## config.mk

```make
export PLATFORM = sky130hd
export DESIGN_NAME = first_fit_bin_packer_unit
export DESIGN_NICKNAME = d
export VERILOG_FILES = /design/src/rtl/ffbp_pkg.sv /design/src/rtl/first_fit_bin_packer_unit.sv
export SDC_FILE = /design/constraint.sdc
export NUM_CORES = 2
export LEC_CHECK = 0
export ABC_AREA = 1
export BUFFER_PORTS_ARGS = -buffer_cell sky130_fd_sc_hd__buf_4
export CAP_MARGIN = 20
export CORE_ASPECT_RATIO = 0.6
export CORE_MARGIN = 1
export CORE_UTILIZATION = 40
export DETAILED_ROUTE_END_ITERATION = 10
export PLACE_DENSITY_LB_ADDON = 0.2
export SLEW_MARGIN = 20
export SYNTH_ARGS = -nofsm -noshare
export SYNTH_HDL_FRONTEND = slang
export SYNTH_SLANG_ARGS = --single-unit
```

## constraint.sdc

```tcl
create_clock -name clk -period 6.5 [get_ports clk]
set_clock_uncertainty 0.1 [all_clocks]
set_input_delay 0.65 -clock clk [delete_from_list [all_inputs] [get_ports clk]]
set_output_delay 0.65 -clock clk [all_outputs]
set_load 0.01 [all_outputs]
```

## src/rtl/ffbp_pkg.sv

```systemverilog
// ----------------------------------------------------------------------------
// ffbp_pkg
// Shared types and constants of the first-fit bin packer: job and result
// beats, the bin table entry, status codes, register indexes and the FSM.
// ----------------------------------------------------------------------------
package ffbp_pkg;

	// Table depth and the number of machines with a capacity register.
	localparam int BIN_DEPTH    = 64;
	localparam int MAX_MACHINES = 6;

	localparam int SIZE_W  = 12;
	localparam int MACH_W  = 3;
	localparam int ROUND_W = 6;
	localparam int REG_W   = 12;
	localparam int REGIDX_W = 3;

	// Configuration register indexes.
	localparam logic [REGIDX_W-1:0] REG_USE_PREF      = 3'd0;
	localparam logic [REGIDX_W-1:0] REG_MACHINE_COUNT = 3'd1;
	localparam logic [REGIDX_W-1:0] REG_CAP_M0        = 3'd2;
	localparam logic [REGIDX_W-1:0] REG_CAP_M1        = 3'd3;
	localparam logic [REGIDX_W-1:0] REG_CAP_M2        = 3'd4;
	localparam logic [REGIDX_W-1:0] REG_CAP_M3        = 3'd5;
	localparam logic [REGIDX_W-1:0] REG_CAP_M4        = 3'd6;
	localparam logic [REGIDX_W-1:0] REG_CAP_M5        = 3'd7;

	// Result status codes.
	typedef enum logic [1:0] {
		STATUS_PLACED     = 2'd0,
		STATUS_TOO_LARGE  = 2'd1,
		STATUS_TABLE_FULL = 2'd2
	} status_t;

	typedef struct packed {
		logic              new_batch;
		logic [SIZE_W-1:0] job_size;
		logic [MACH_W-1:0] preferred_machine;
	} job_t;

	typedef struct packed {
		logic [ROUND_W-1:0] round_index;
		logic [MACH_W-1:0]  machine_index;
		logic               bin_closed;
		status_t            status;
	} result_t;

	// One bin of the table as held in memory.
	typedef struct packed {
		logic               open;
		logic [SIZE_W-1:0]  room;
		logic [MACH_W-1:0]  machine;
		logic [ROUND_W-1:0] round;
	} entry_t;

	typedef enum logic [2:0] {
		ST_IDLE,
		ST_SCAN,
		ST_UPDATE,
		ST_NEW,
		ST_FILL
	} state_t;

endpackage

```

## src/rtl/first_fit_bin_packer_unit.sv

```systemverilog
// ----------------------------------------------------------------------------
// first_fit_bin_packer_unit
// Online first-fit placement of jobs into per-machine bins, with the bin
// table held in a synchronous memory with one read and one write port.
// ----------------------------------------------------------------------------
//
//   Channel   Signals                          Direction  Beat taken when
//   job       start, busy, job                 in         start && !busy
//   result    done, result                     out        done (one cycle)
//   config    cfg_we, cfg_index, cfg_data      in         cfg_we
//
// An item makes one search pass over the table (or two, with the preferred-
// machine pass first; a new batch or an empty table skips the search), then
// updates the chosen bin, or checks a fresh round and writes one entry per
// machine of it. The result beat is registered after the last of these
// steps; a search pass issues one table read per cycle.
// Reset clears the control registers and the fill count; the table memory
// itself is not cleared, as only entries below the fill count are read.
// The receiver cannot stall: done pulses for one cycle with the result.
//
module first_fit_bin_packer_unit #(
	parameter int MAX_BINS = ffbp_pkg::BIN_DEPTH
) (
	input  logic                            clk,
	input  logic                            arst_n,
	input  logic                            start,
	output logic                            busy,
	input  ffbp_pkg::job_t                  job,
	output logic                            done,
	output ffbp_pkg::result_t               result,
	input  logic                            cfg_we,
	input  logic [ffbp_pkg::REGIDX_W-1:0]   cfg_index,
	input  logic [ffbp_pkg::REG_W-1:0]      cfg_data
);

	localparam int IDX_W = $clog2(MAX_BINS);
	localparam int CNT_W = IDX_W + 1;
	localparam int NM    = ffbp_pkg::MAX_MACHINES;
	localparam int SW    = ffbp_pkg::SIZE_W;
	localparam int MW    = ffbp_pkg::MACH_W;
	localparam int RW    = ffbp_pkg::ROUND_W;

	// Configuration registers.
	logic          use_pref_q;
	logic [MW-1:0] machine_count_q;
	logic [SW-1:0] cap_q [NM];

	// Control state.
	ffbp_pkg::state_t state_q, state_d;
	ffbp_pkg::job_t   job_q;
	logic [CNT_W-1:0] bins_used_q;
	logic [RW-1:0]    next_round_q;
	logic [CNT_W-1:0] addr_q;
	logic             pass_pref_q;
	logic             rd_valid_s1;
	logic [IDX_W-1:0] rd_idx_s1;
	ffbp_pkg::entry_t rd_data_s1;
	logic [IDX_W-1:0] sel_q;
	ffbp_pkg::entry_t upd_q;
	logic [CNT_W-1:0] fill_base_q;
	logic [RW-1:0]    fill_round_q;
	logic [MW-1:0]    fill_k_q;
	logic [MW-1:0]    pick_q;
	logic             done_q;
	ffbp_pkg::result_t result_q;

	// Bin table.
	ffbp_pkg::entry_t mem [MAX_BINS];

	// Combinational control.
	logic             accept;
	logic [MW-1:0]    m_eff;
	logic             issue;
	logic             hit;
	logic             pass_end;
	logic             mem_we;
	logic [IDX_W-1:0] mem_waddr;
	ffbp_pkg::entry_t mem_wdata;
	logic [SW-1:0]    upd_room;
	logic [CNT_W-1:0] used_eff;
	logic [RW-1:0]    nr_eff;
	logic [CNT_W:0]   need_bins;
	logic             table_full;
	logic [NM-1:0]    fit_vec;
	logic             any_fit;
	logic             pref_fit;
	logic [MW-1:0]    pick;
	logic [SW-1:0]    cap_fill;
	logic [SW-1:0]    cap_pick;
	logic [SW-1:0]    fill_room;
	logic             fill_last;

	assign accept = start && !busy;
	assign busy   = (state_q != ffbp_pkg::ST_IDLE);
	assign done   = done_q;
	assign result = result_q;

	// Effective machine count: zero counts as one, clamp to the register set.
	always_comb begin
		if (machine_count_q == '0) begin
			m_eff = MW'(1);
		end else if (machine_count_q > MW'(NM)) begin
			m_eff = MW'(NM);
		end else begin
			m_eff = machine_count_q;
		end
	end

	// Configuration writes.
	always_ff @(posedge clk or negedge arst_n) begin
		if (!arst_n) begin
			use_pref_q      <= 1'b0;
			machine_count_q <= MW'(1);
			for (int k = 0; k < NM; k++) begin
				cap_q[k] <= '0;
			end
		end else if (cfg_we) begin
			case (cfg_index)
				ffbp_pkg::REG_USE_PREF:      use_pref_q      <= cfg_data[0];
				ffbp_pkg::REG_MACHINE_COUNT: machine_count_q <= cfg_data[MW-1:0];
				ffbp_pkg::REG_CAP_M0:        cap_q[0]        <= cfg_data[SW-1:0];
				ffbp_pkg::REG_CAP_M1:        cap_q[1]        <= cfg_data[SW-1:0];
				ffbp_pkg::REG_CAP_M2:        cap_q[2]        <= cfg_data[SW-1:0];
				ffbp_pkg::REG_CAP_M3:        cap_q[3]        <= cfg_data[SW-1:0];
				ffbp_pkg::REG_CAP_M4:        cap_q[4]        <= cfg_data[SW-1:0];
				ffbp_pkg::REG_CAP_M5:        cap_q[5]        <= cfg_data[SW-1:0];
				default: ;
			endcase
		end
	end

	// Fit check across the machines of a fresh round, preferred machine first.
	always_comb begin
		pick     = '0;
		any_fit  = 1'b0;
		pref_fit = 1'b0;
		cap_fill = '0;
		cap_pick = '0;
		for (int k = 0; k < NM; k++) begin
			fit_vec[k] = (MW'(k) < m_eff) && (cap_q[k] >= job_q.job_size);
		end
		for (int k = NM - 1; k >= 0; k--) begin
			if (fit_vec[k]) begin
				pick    = MW'(k);
				any_fit = 1'b1;
			end
		end
		for (int k = 0; k < NM; k++) begin
			if (use_pref_q && fit_vec[k] && (job_q.preferred_machine == MW'(k))) begin
				pref_fit = 1'b1;
			end
			if (fill_k_q == MW'(k)) begin
				cap_fill = cap_q[k];
			end
			if (pick_q == MW'(k)) begin
				cap_pick = cap_q[k];
			end
		end
		if (pref_fit) begin
			pick = job_q.preferred_machine;
		end
	end

	// Table base and round for a new round; a new batch starts from empty.
	assign used_eff   = job_q.new_batch ? '0 : bins_used_q;
	assign nr_eff     = job_q.new_batch ? '0 : next_round_q;
	assign need_bins  = (CNT_W+1)'(used_eff) + (CNT_W+1)'(m_eff);
	assign table_full = need_bins > (CNT_W+1)'(MAX_BINS);

	// Scan: one read issued per cycle, its data checked in the cycle after.
	assign hit = rd_valid_s1 && rd_data_s1.open
		&& (rd_data_s1.room >= job_q.job_size)
		&& (!pass_pref_q || (rd_data_s1.machine == job_q.preferred_machine));
	assign issue    = (state_q == ffbp_pkg::ST_SCAN) && (addr_q < bins_used_q) && !hit;
	assign pass_end = (state_q == ffbp_pkg::ST_SCAN) && !issue && !rd_valid_s1;

	assign upd_room  = upd_q.room - job_q.job_size;
	assign fill_room = (fill_k_q == pick_q) ? (cap_fill - job_q.job_size) : cap_fill;
	assign fill_last = (fill_k_q == m_eff - MW'(1));

	// Next state and memory write port.
	always_comb begin
		state_d   = state_q;
		mem_we    = 1'b0;
		mem_waddr = sel_q;
		mem_wdata = upd_q;
		case (state_q)
			ffbp_pkg::ST_IDLE: begin
				if (accept) begin
					if (job.new_batch || (bins_used_q == '0)) begin
						state_d = ffbp_pkg::ST_NEW;
					end else begin
						state_d = ffbp_pkg::ST_SCAN;
					end
				end
			end
			ffbp_pkg::ST_SCAN: begin
				if (hit) begin
					state_d = ffbp_pkg::ST_UPDATE;
				end else if (pass_end && !pass_pref_q) begin
					state_d = ffbp_pkg::ST_NEW;
				end
			end
			ffbp_pkg::ST_UPDATE: begin
				mem_we         = 1'b1;
				mem_wdata.room = upd_room;
				mem_wdata.open = (upd_room != '0);
				state_d        = ffbp_pkg::ST_IDLE;
			end
			ffbp_pkg::ST_NEW: begin
				if (!any_fit || table_full) begin
					state_d = ffbp_pkg::ST_IDLE;
				end else begin
					state_d = ffbp_pkg::ST_FILL;
				end
			end
			ffbp_pkg::ST_FILL: begin
				mem_we            = 1'b1;
				mem_waddr         = IDX_W'(fill_base_q + CNT_W'(fill_k_q));
				mem_wdata.open    = (fill_k_q != pick_q) || (fill_room != '0);
				mem_wdata.room    = fill_room;
				mem_wdata.machine = fill_k_q;
				mem_wdata.round   = fill_round_q;
				if (fill_last) begin
					state_d = ffbp_pkg::ST_IDLE;
				end
			end
			default: begin
				state_d = ffbp_pkg::ST_IDLE;
			end
		endcase
	end

	// State register.
	always_ff @(posedge clk or negedge arst_n) begin
		if (!arst_n) begin
			state_q <= ffbp_pkg::ST_IDLE;
		end else begin
			state_q <= state_d;
		end
	end

	// Bin table: one write and one registered read per cycle. Writes happen
	// only after the scan of the same item is over, so no forwarding is needed.
	always_ff @(posedge clk) begin
		if (mem_we) begin
			mem[mem_waddr] <= mem_wdata;
		end
		rd_data_s1 <= mem[addr_q[IDX_W-1:0]];
		rd_idx_s1  <= addr_q[IDX_W-1:0];
	end

	// Sequencing registers, table fill count and result beat.
	always_ff @(posedge clk or negedge arst_n) begin
		if (!arst_n) begin
			bins_used_q  <= '0;
			next_round_q <= '0;
			addr_q       <= '0;
			pass_pref_q  <= 1'b0;
			rd_valid_s1  <= 1'b0;
			done_q       <= 1'b0;
			fill_k_q     <= '0;
		end else begin
			rd_valid_s1 <= issue;
			// The result beat follows an update, a refused round or the last fill.
			done_q      <= (state_q == ffbp_pkg::ST_UPDATE)
				|| ((state_q == ffbp_pkg::ST_NEW) && (!any_fit || table_full))
				|| ((state_q == ffbp_pkg::ST_FILL) && fill_last);
			if (issue) begin
				addr_q <= addr_q + CNT_W'(1);
			end
			case (state_q)
				ffbp_pkg::ST_IDLE: begin
					if (accept) begin
						addr_q      <= '0;
						pass_pref_q <= use_pref_q && (job.preferred_machine < m_eff);
					end
				end
				ffbp_pkg::ST_SCAN: begin
					if (pass_end && pass_pref_q) begin
						pass_pref_q <= 1'b0;
						addr_q      <= '0;
					end
				end
				ffbp_pkg::ST_NEW: begin
					fill_k_q <= '0;
				end
				ffbp_pkg::ST_FILL: begin
					fill_k_q <= fill_k_q + MW'(1);
					if (fill_last) begin
						bins_used_q  <= CNT_W'(fill_base_q + CNT_W'(m_eff));
						next_round_q <= fill_round_q + RW'(1);
					end
				end
				default: ;
			endcase
		end
	end

	// Payload registers: latched job, chosen entry, round set-up and result.
	always_ff @(posedge clk) begin
		if (accept) begin
			job_q <= job;
		end
		if (hit && (state_q == ffbp_pkg::ST_SCAN)) begin
			sel_q <= rd_idx_s1;
			upd_q <= rd_data_s1;
		end
		case (state_q)
			ffbp_pkg::ST_UPDATE: begin
				result_q.round_index   <= upd_q.round;
				result_q.machine_index <= upd_q.machine;
				result_q.bin_closed    <= (upd_room == '0);
				result_q.status        <= ffbp_pkg::STATUS_PLACED;
			end
			ffbp_pkg::ST_NEW: begin
				fill_base_q            <= used_eff;
				fill_round_q           <= nr_eff;
				pick_q                 <= pick;
				result_q.round_index   <= '0;
				result_q.machine_index <= '0;
				result_q.bin_closed    <= 1'b0;
				if (!any_fit) begin
					result_q.status <= ffbp_pkg::STATUS_TOO_LARGE;
				end else begin
					result_q.status <= ffbp_pkg::STATUS_TABLE_FULL;
				end
			end
			ffbp_pkg::ST_FILL: begin
				result_q.round_index   <= fill_round_q;
				result_q.machine_index <= pick_q;
				result_q.bin_closed    <= (cap_pick == job_q.job_size);
				result_q.status        <= ffbp_pkg::STATUS_PLACED;
			end
			default: ;
		endcase
	end

	// The result beat is only shown once the block has gone back to idle.
	a_done_idle: assert property (@(posedge clk) disable iff (!arst_n)
		done |-> !busy)
		else $error("result beat while busy");

	// An accepted job always makes the block busy in the next cycle.
	a_accept_busy: assert property (@(posedge clk) disable iff (!arst_n)
		accept |=> busy)
		else $error("accepted job did not start");

	// The fill count never passes the table depth.
	a_used_bound: assert property (@(posedge clk) disable iff (!arst_n)
		bins_used_q <= CNT_W'(MAX_BINS))
		else $error("bin table overfilled");

	// The table is never written while a scan is reading it.
	a_no_write_in_scan: assert property (@(posedge clk) disable iff (!arst_n)
		mem_we |-> (state_q == ffbp_pkg::ST_UPDATE || state_q == ffbp_pkg::ST_FILL))
		else $error("table write outside update or fill");

	// A bin chosen by the scan always has room for the job.
	a_update_fits: assert property (@(posedge clk) disable iff (!arst_n)
		(state_q == ffbp_pkg::ST_UPDATE) |-> (upd_q.room >= job_q.job_size))
		else $error("chosen bin lacks room");

endmodule
```

# Word level (Yosys, flattened, before mapping)
# Memories as Yosys holds them, arrays and structs flattened. A register that Yosys moved wholly into a read port is not among the register bits.
# Cells that the tools add are included.
# totals
out_inout_bits	14
elab_cells	222
regBits	183
inputBits	35
memories	1
ram_bits	1408
# classes
mux	58
n_lt_le_gt_ge	17
n_addsub	9
n_reduce_logical	70
n_eq_ne	35
# mem_list
memory	depth	word_bits	read_ports	rd_ports_with_merged_regs	wr	line_no	source
mem	64	22	1	1	1	first_fit_bin_packer_unit.sv:68	ffbp_pkg::entry_t mem [MAX_BINS];
# op_table
operator	count
2-to-1 mux 12 bit	13
>= comparator 12 bit	7
2-to-1 mux 3 bit	14
one-hot mux 12 bit (3 select lines)	1
equality test 3 bit, second input constant	11
logical AND 1 bit	32
equality test 3 x 2 -> 1 bit, second input constant	10
2-to-1 mux 7 bit	4
one-hot mux 13 bit (2 select lines)	1
nonzero test 12 bit	2
subtractor 12 bit	2
logical NOT 3 bit	6
AND reduction 2 bit	9
2-to-1 mux 1 bit	17
equality test 3 x 1 -> 1 bit, second input constant	5
one-hot mux 7 bit (2 select lines)	1
equality test 12 bit	1
logical NOT 12 bit	1
one-hot mux 3 bit (4 select lines)	1
equality test 3 bit	3
2-to-1 mux 9 bit	1
adder 7 x 3 -> 8 bit	1
> comparator 8 x 7 -> 1 bit, second input constant	1
adder 7 x 1 -> 7 bit, second input constant	1
other kinds (26)	44

# Logic depth before layout (Yosys ltp)
# logic_depth
depth_word	16
ltp_mapped	26
ltp_nobuf	25

# Least setup slack after synthesis
# Ideal clock, no wire load.
# synth_timing
kind	reg-to-reg
startpoint	register fill_k_q[1]
endpoint	memory mem[0][14] (netlist bit) (data pin)
t_arrival_ns	4.578
stages_incl_launch_ff	17
setup_slack_ns	1.255
cell_sequence	dfrtp_1 -> inv_1 -> ha_1 -> nand2_1 -> inv_1 -> clkbuf_1 -> nand2_1 -> nand2_1 -> inv_1 -> ha_1 -> nand2_1 -> o21ai_0 -> a21boi_0 -> or2_2 -> nand3_1 -> nand2_1 -> o221ai_1
# synth_rtl
item	line_no	source
start, declared	first_fit_bin_packer_unit.sv:62	logic [MW-1:0] fill_k_q;
start signal, assigned	first_fit_bin_packer_unit.sv:289	fill_k_q <= fill_k_q + MW'(1);
end, declared	first_fit_bin_packer_unit.sv:68	

==> reports/results.txt <==
first-pass GRT wire length: 310900 um
total grt overflow: 0
Tmin final: 5.683 ns
GR Util met3: 8.171%
Avg WL per Cell: 27.10 um
Post-CTS Resized: 0
syn_nets: 5853
DR DRC count: 0
top cell type by total area after synthesis: edfxtp_1
Mapped Cells: 5682
TritonRoute pass-1 iters: 7
CTS clk-pin slew, worst paths: 0.07 ns
initial antenna violation count: 9
Startpoint Class: flip-flop
status: completed
DR vias: 46620
First DRT Iteration DRCs: 6062
Final Slew Violations: 0
P&R area growth vs syn: 12.25%
total CTS buffers: 155
clk root buf: clkbuf_16
ANT nets after route: 0
# H-tree levels: 4
Clk Latency, worst-skew pair: 0.79 ns
Relative slew margins: 15.11%
DP Wirelength: 130200 um
peak supply drop: 0.3499 mV
setup TNS: 0 ns
num rows: 116
synth top area cells: edfxtp_1, o21ai_0, nor2_1
synth unique cells: 52
Yosys top cell area share: 65.32%
layout cells sized above 1: 8.813%
worst-path fanout max: 64
initial core utilization: 40.55%
CTS sink cnt: 1613
Worst-Margin Slew: 1.260 ns
WHS: 0.03688 ns
number of flops mapped to enable cells by yosys: 1480
DR vias/cell: 5.778
total of max-cap violations: 0
asr flop ratio synth: 6.510%
chip width: 534.5 um
design area: 0.07638 sq mm
Chip Height: 321.5 um
Final WS setup: 0.8172 ns
syn_area_per_cell: 11.98 sq um
final hold violation count: 0
Clock Path Buffers: 4
core footprint: 0.1678 sq mm
DRT Wirelength: 218700 um
yosys warns: 0
Setup violations, final: 0
fraction of the cycle the final worst path needs: 87.43%
unrepaired setup endpoints after global routing: no
crit end category: flip-flop
met1 Use GR: 39.72%
f_max: 0.1760 GHz
largest net degree at the start of global routing: 182
Crit Path Class: flip-flop to flip-flop
Total GRT Usage: 24.97%
PD cells: 437.2 mW/mm^2
fillcell total: 15330
Synth Flop Type: edfxtp_1
sequential share of the synthesized area: 70.00%
Arrival @ worst endpoint: 5.82 ns
boundary pin count: 49
Place WS: 1.009 ns
TritonCTS clock tree: built
Hold Path Class: input pin to flip-flop
DP Area: 0.07132 sq mm
GR Util met2: 32.40%
vias in the first global route: 42530
Die ar.: 0.1718 sq mm
Post-Syn Area: 0.06804 sq mm
IO buf count: 48
FF+latch area: 0.04764 sq mm
busiest grt layer: met1
nets: 5886
Crit path required time: 6.64 ns
routability cong.: 0.9317
Leakage: 0.02615 uW
#FFs+latches synth: 1613
multi-input logic area: 0.01845 sq mm
-- report_power, final --
group | switching [uW] | internal (uW) | leakage [uW]
registers | 539 | 13100 | 0.0149
logic | 8290 | 2670 | 0.00892
clock network | 3890 | 4910 | 0.00232
total | 12700 | 20700 | 0.0261
-- worst max-delay path, stage by stage (launching register included) --
cell	delay, ns
dfrtp_1	0.50
inv_1	0.22
ha_1	0.38
nand2_1	0.37
inv_1	0.47
a21oi_1	0.08
nand2_1	0.09
nand2_1	0.05
nand2_1	0.08
inv_1	0.05
ha_1	0.35
nand2_1	0.09
o21ai_0	0.60
nand3_1	0.20
nand3_1	0.14
nand2_1	0.07
nand3_1	0.10
nand2_1	0.05
nand3_1	0.23
nand2_1	0.11
inv_1	0.10
nand3_4	0.60
-- cells in the final DEF (no fill, tap or decap), types with 9 or more instances in the layout --
master	n
nor2_4	15
inv_1	217
buf_12	12
clkinv_1	36
nand2_1	655
o21a_1	10
bufinv_16	11
nor2_2	55
ha_1	131
xor2_1	29
a21oi_1	104
nor2_1	826
clkinv_2	26
o221ai_1	134
dfrtp_1	100
o21ai_1	33
nand2_2	9
edfxtp_1	1480
nand3_1	231
inv_2	9
clkbuf_1	26
buf_4	170
o22ai_1	222
nor3_1	13
dlygate4sd3_1	25
dfxtp_1	28
clkbuf_16	159
nand4_1	67
o21ai_0	832
xnor2_1	13
o211ai_1	56
-- metrics by stage --
step	util (%)	std cells	power, uW
global route	45.52	8064	34810
CTS	45.47	8061	33240
finish	45.52	8068	33390
global placement	42.46	7770	24440
detailed placement	42.51	7773	24510
floorplan	-	5682	19890
-- Yosys cell counts (2+ instances only) --
master     number
or2_2           5
o31ai_1         2
buf_4          24
o22ai_1       222
nand3_1       233
a21oi_1       105
buf_2          87
a21boi_0        3
nand3b_1        3
o221ai_1      139
o21ai_0       837
xnor2_1        13
buf_6          11
nand2_2         4
o21a_1         10
fa_1            5
a31oi_1         5
nor2_2          3
a21o_1          2
dfrtp_1       104
ha_1          131
xor2_1         29
nand4_1        67
o21bai_1        6
a21oi_2         2
clkbuf_1      199
nor2_1        892
edfxtp_1     1480
dfxtp_1        28
o2111ai_1       5
inv_1         218
a211oi_1        2
and2_1          3
o21ai_1        33
inv_2          13
nor3_2          3
nor3_1         14
o211ai_1       56
buf_1          12
nand2_1       660
-- path summary, 6_finish.rpt --
path                         startpoint           to  slack, ns  cells past startpoint
setup / recovery            fill_k_q[1]  mem[60][21]       0.82                     21
hold / removal              cfg_data[2]     cap_q[2]       0.04                      3
setup reg to reg            fill_k_q[1]  mem[60][21]       0.82                     21
hold reg to reg            rd_idx_s1[5]     sel_q[5]       0.30                      0
max in group asynchronous        arst_n    addr_q[2]       4.58                      3
min in group asynchronous        arst_n    cap_q[38]       0.42                      2
-- state kept, by name, summed over array words and instances, names as in the netlist --
signal / cells
bins_used_q: 7
fill_round_q: 6
state_q: 3
fill_base_q: 7
done: 1
job_q: 16
pick_q: 3
rd_idx_s1: 6
addr_q: 7
rd_data_s1: 22
fill_k_q: 3
mem: 1408
rd_valid_s1: 1
result: 12
next_round_q: 6
pass_pref_q: 1
sel_q: 6
use_pref_q: 1
machine_count_q: 3
cap_q: 72
upd_q: 22
-- cells by family after synthesis --
logic type	synth area share (%)
buf+inv	3.538
fa+ha+maj	2.556
compound gates	12.08
flops	70.00
simple gates	11.28
xor+xnor	0.5406
-- metal layers --
layer / part of all wire (%) / wire length (um)
met5: 0.011 / 23
met4: 1.8 / 3977
met3: 12 / 26310
met2: 39 / 84560
met1: 47 / 103800
-- layout make-up --
type                            instances  area share (%)
Tap cell                             2242           3.673
Timing Repair Buffer                  210           2.421
Clock inverter                         77          0.8338
Sequential cell                      1613           62.38
Clock buffer                          186           5.355
Multi-Input combinational cell       3503           24.15
Inverter                              232           1.168
Antenna cell                            5         0.01638
-- repair_timing --
item | CTS | global route
setup endpoints to repair | 0 | 0
hold buffers | 25 | 0
buffers inserted | 0 | 0
endpoints found under the hold margin | 80 | 0
Power figures use the tool's default switching activity.
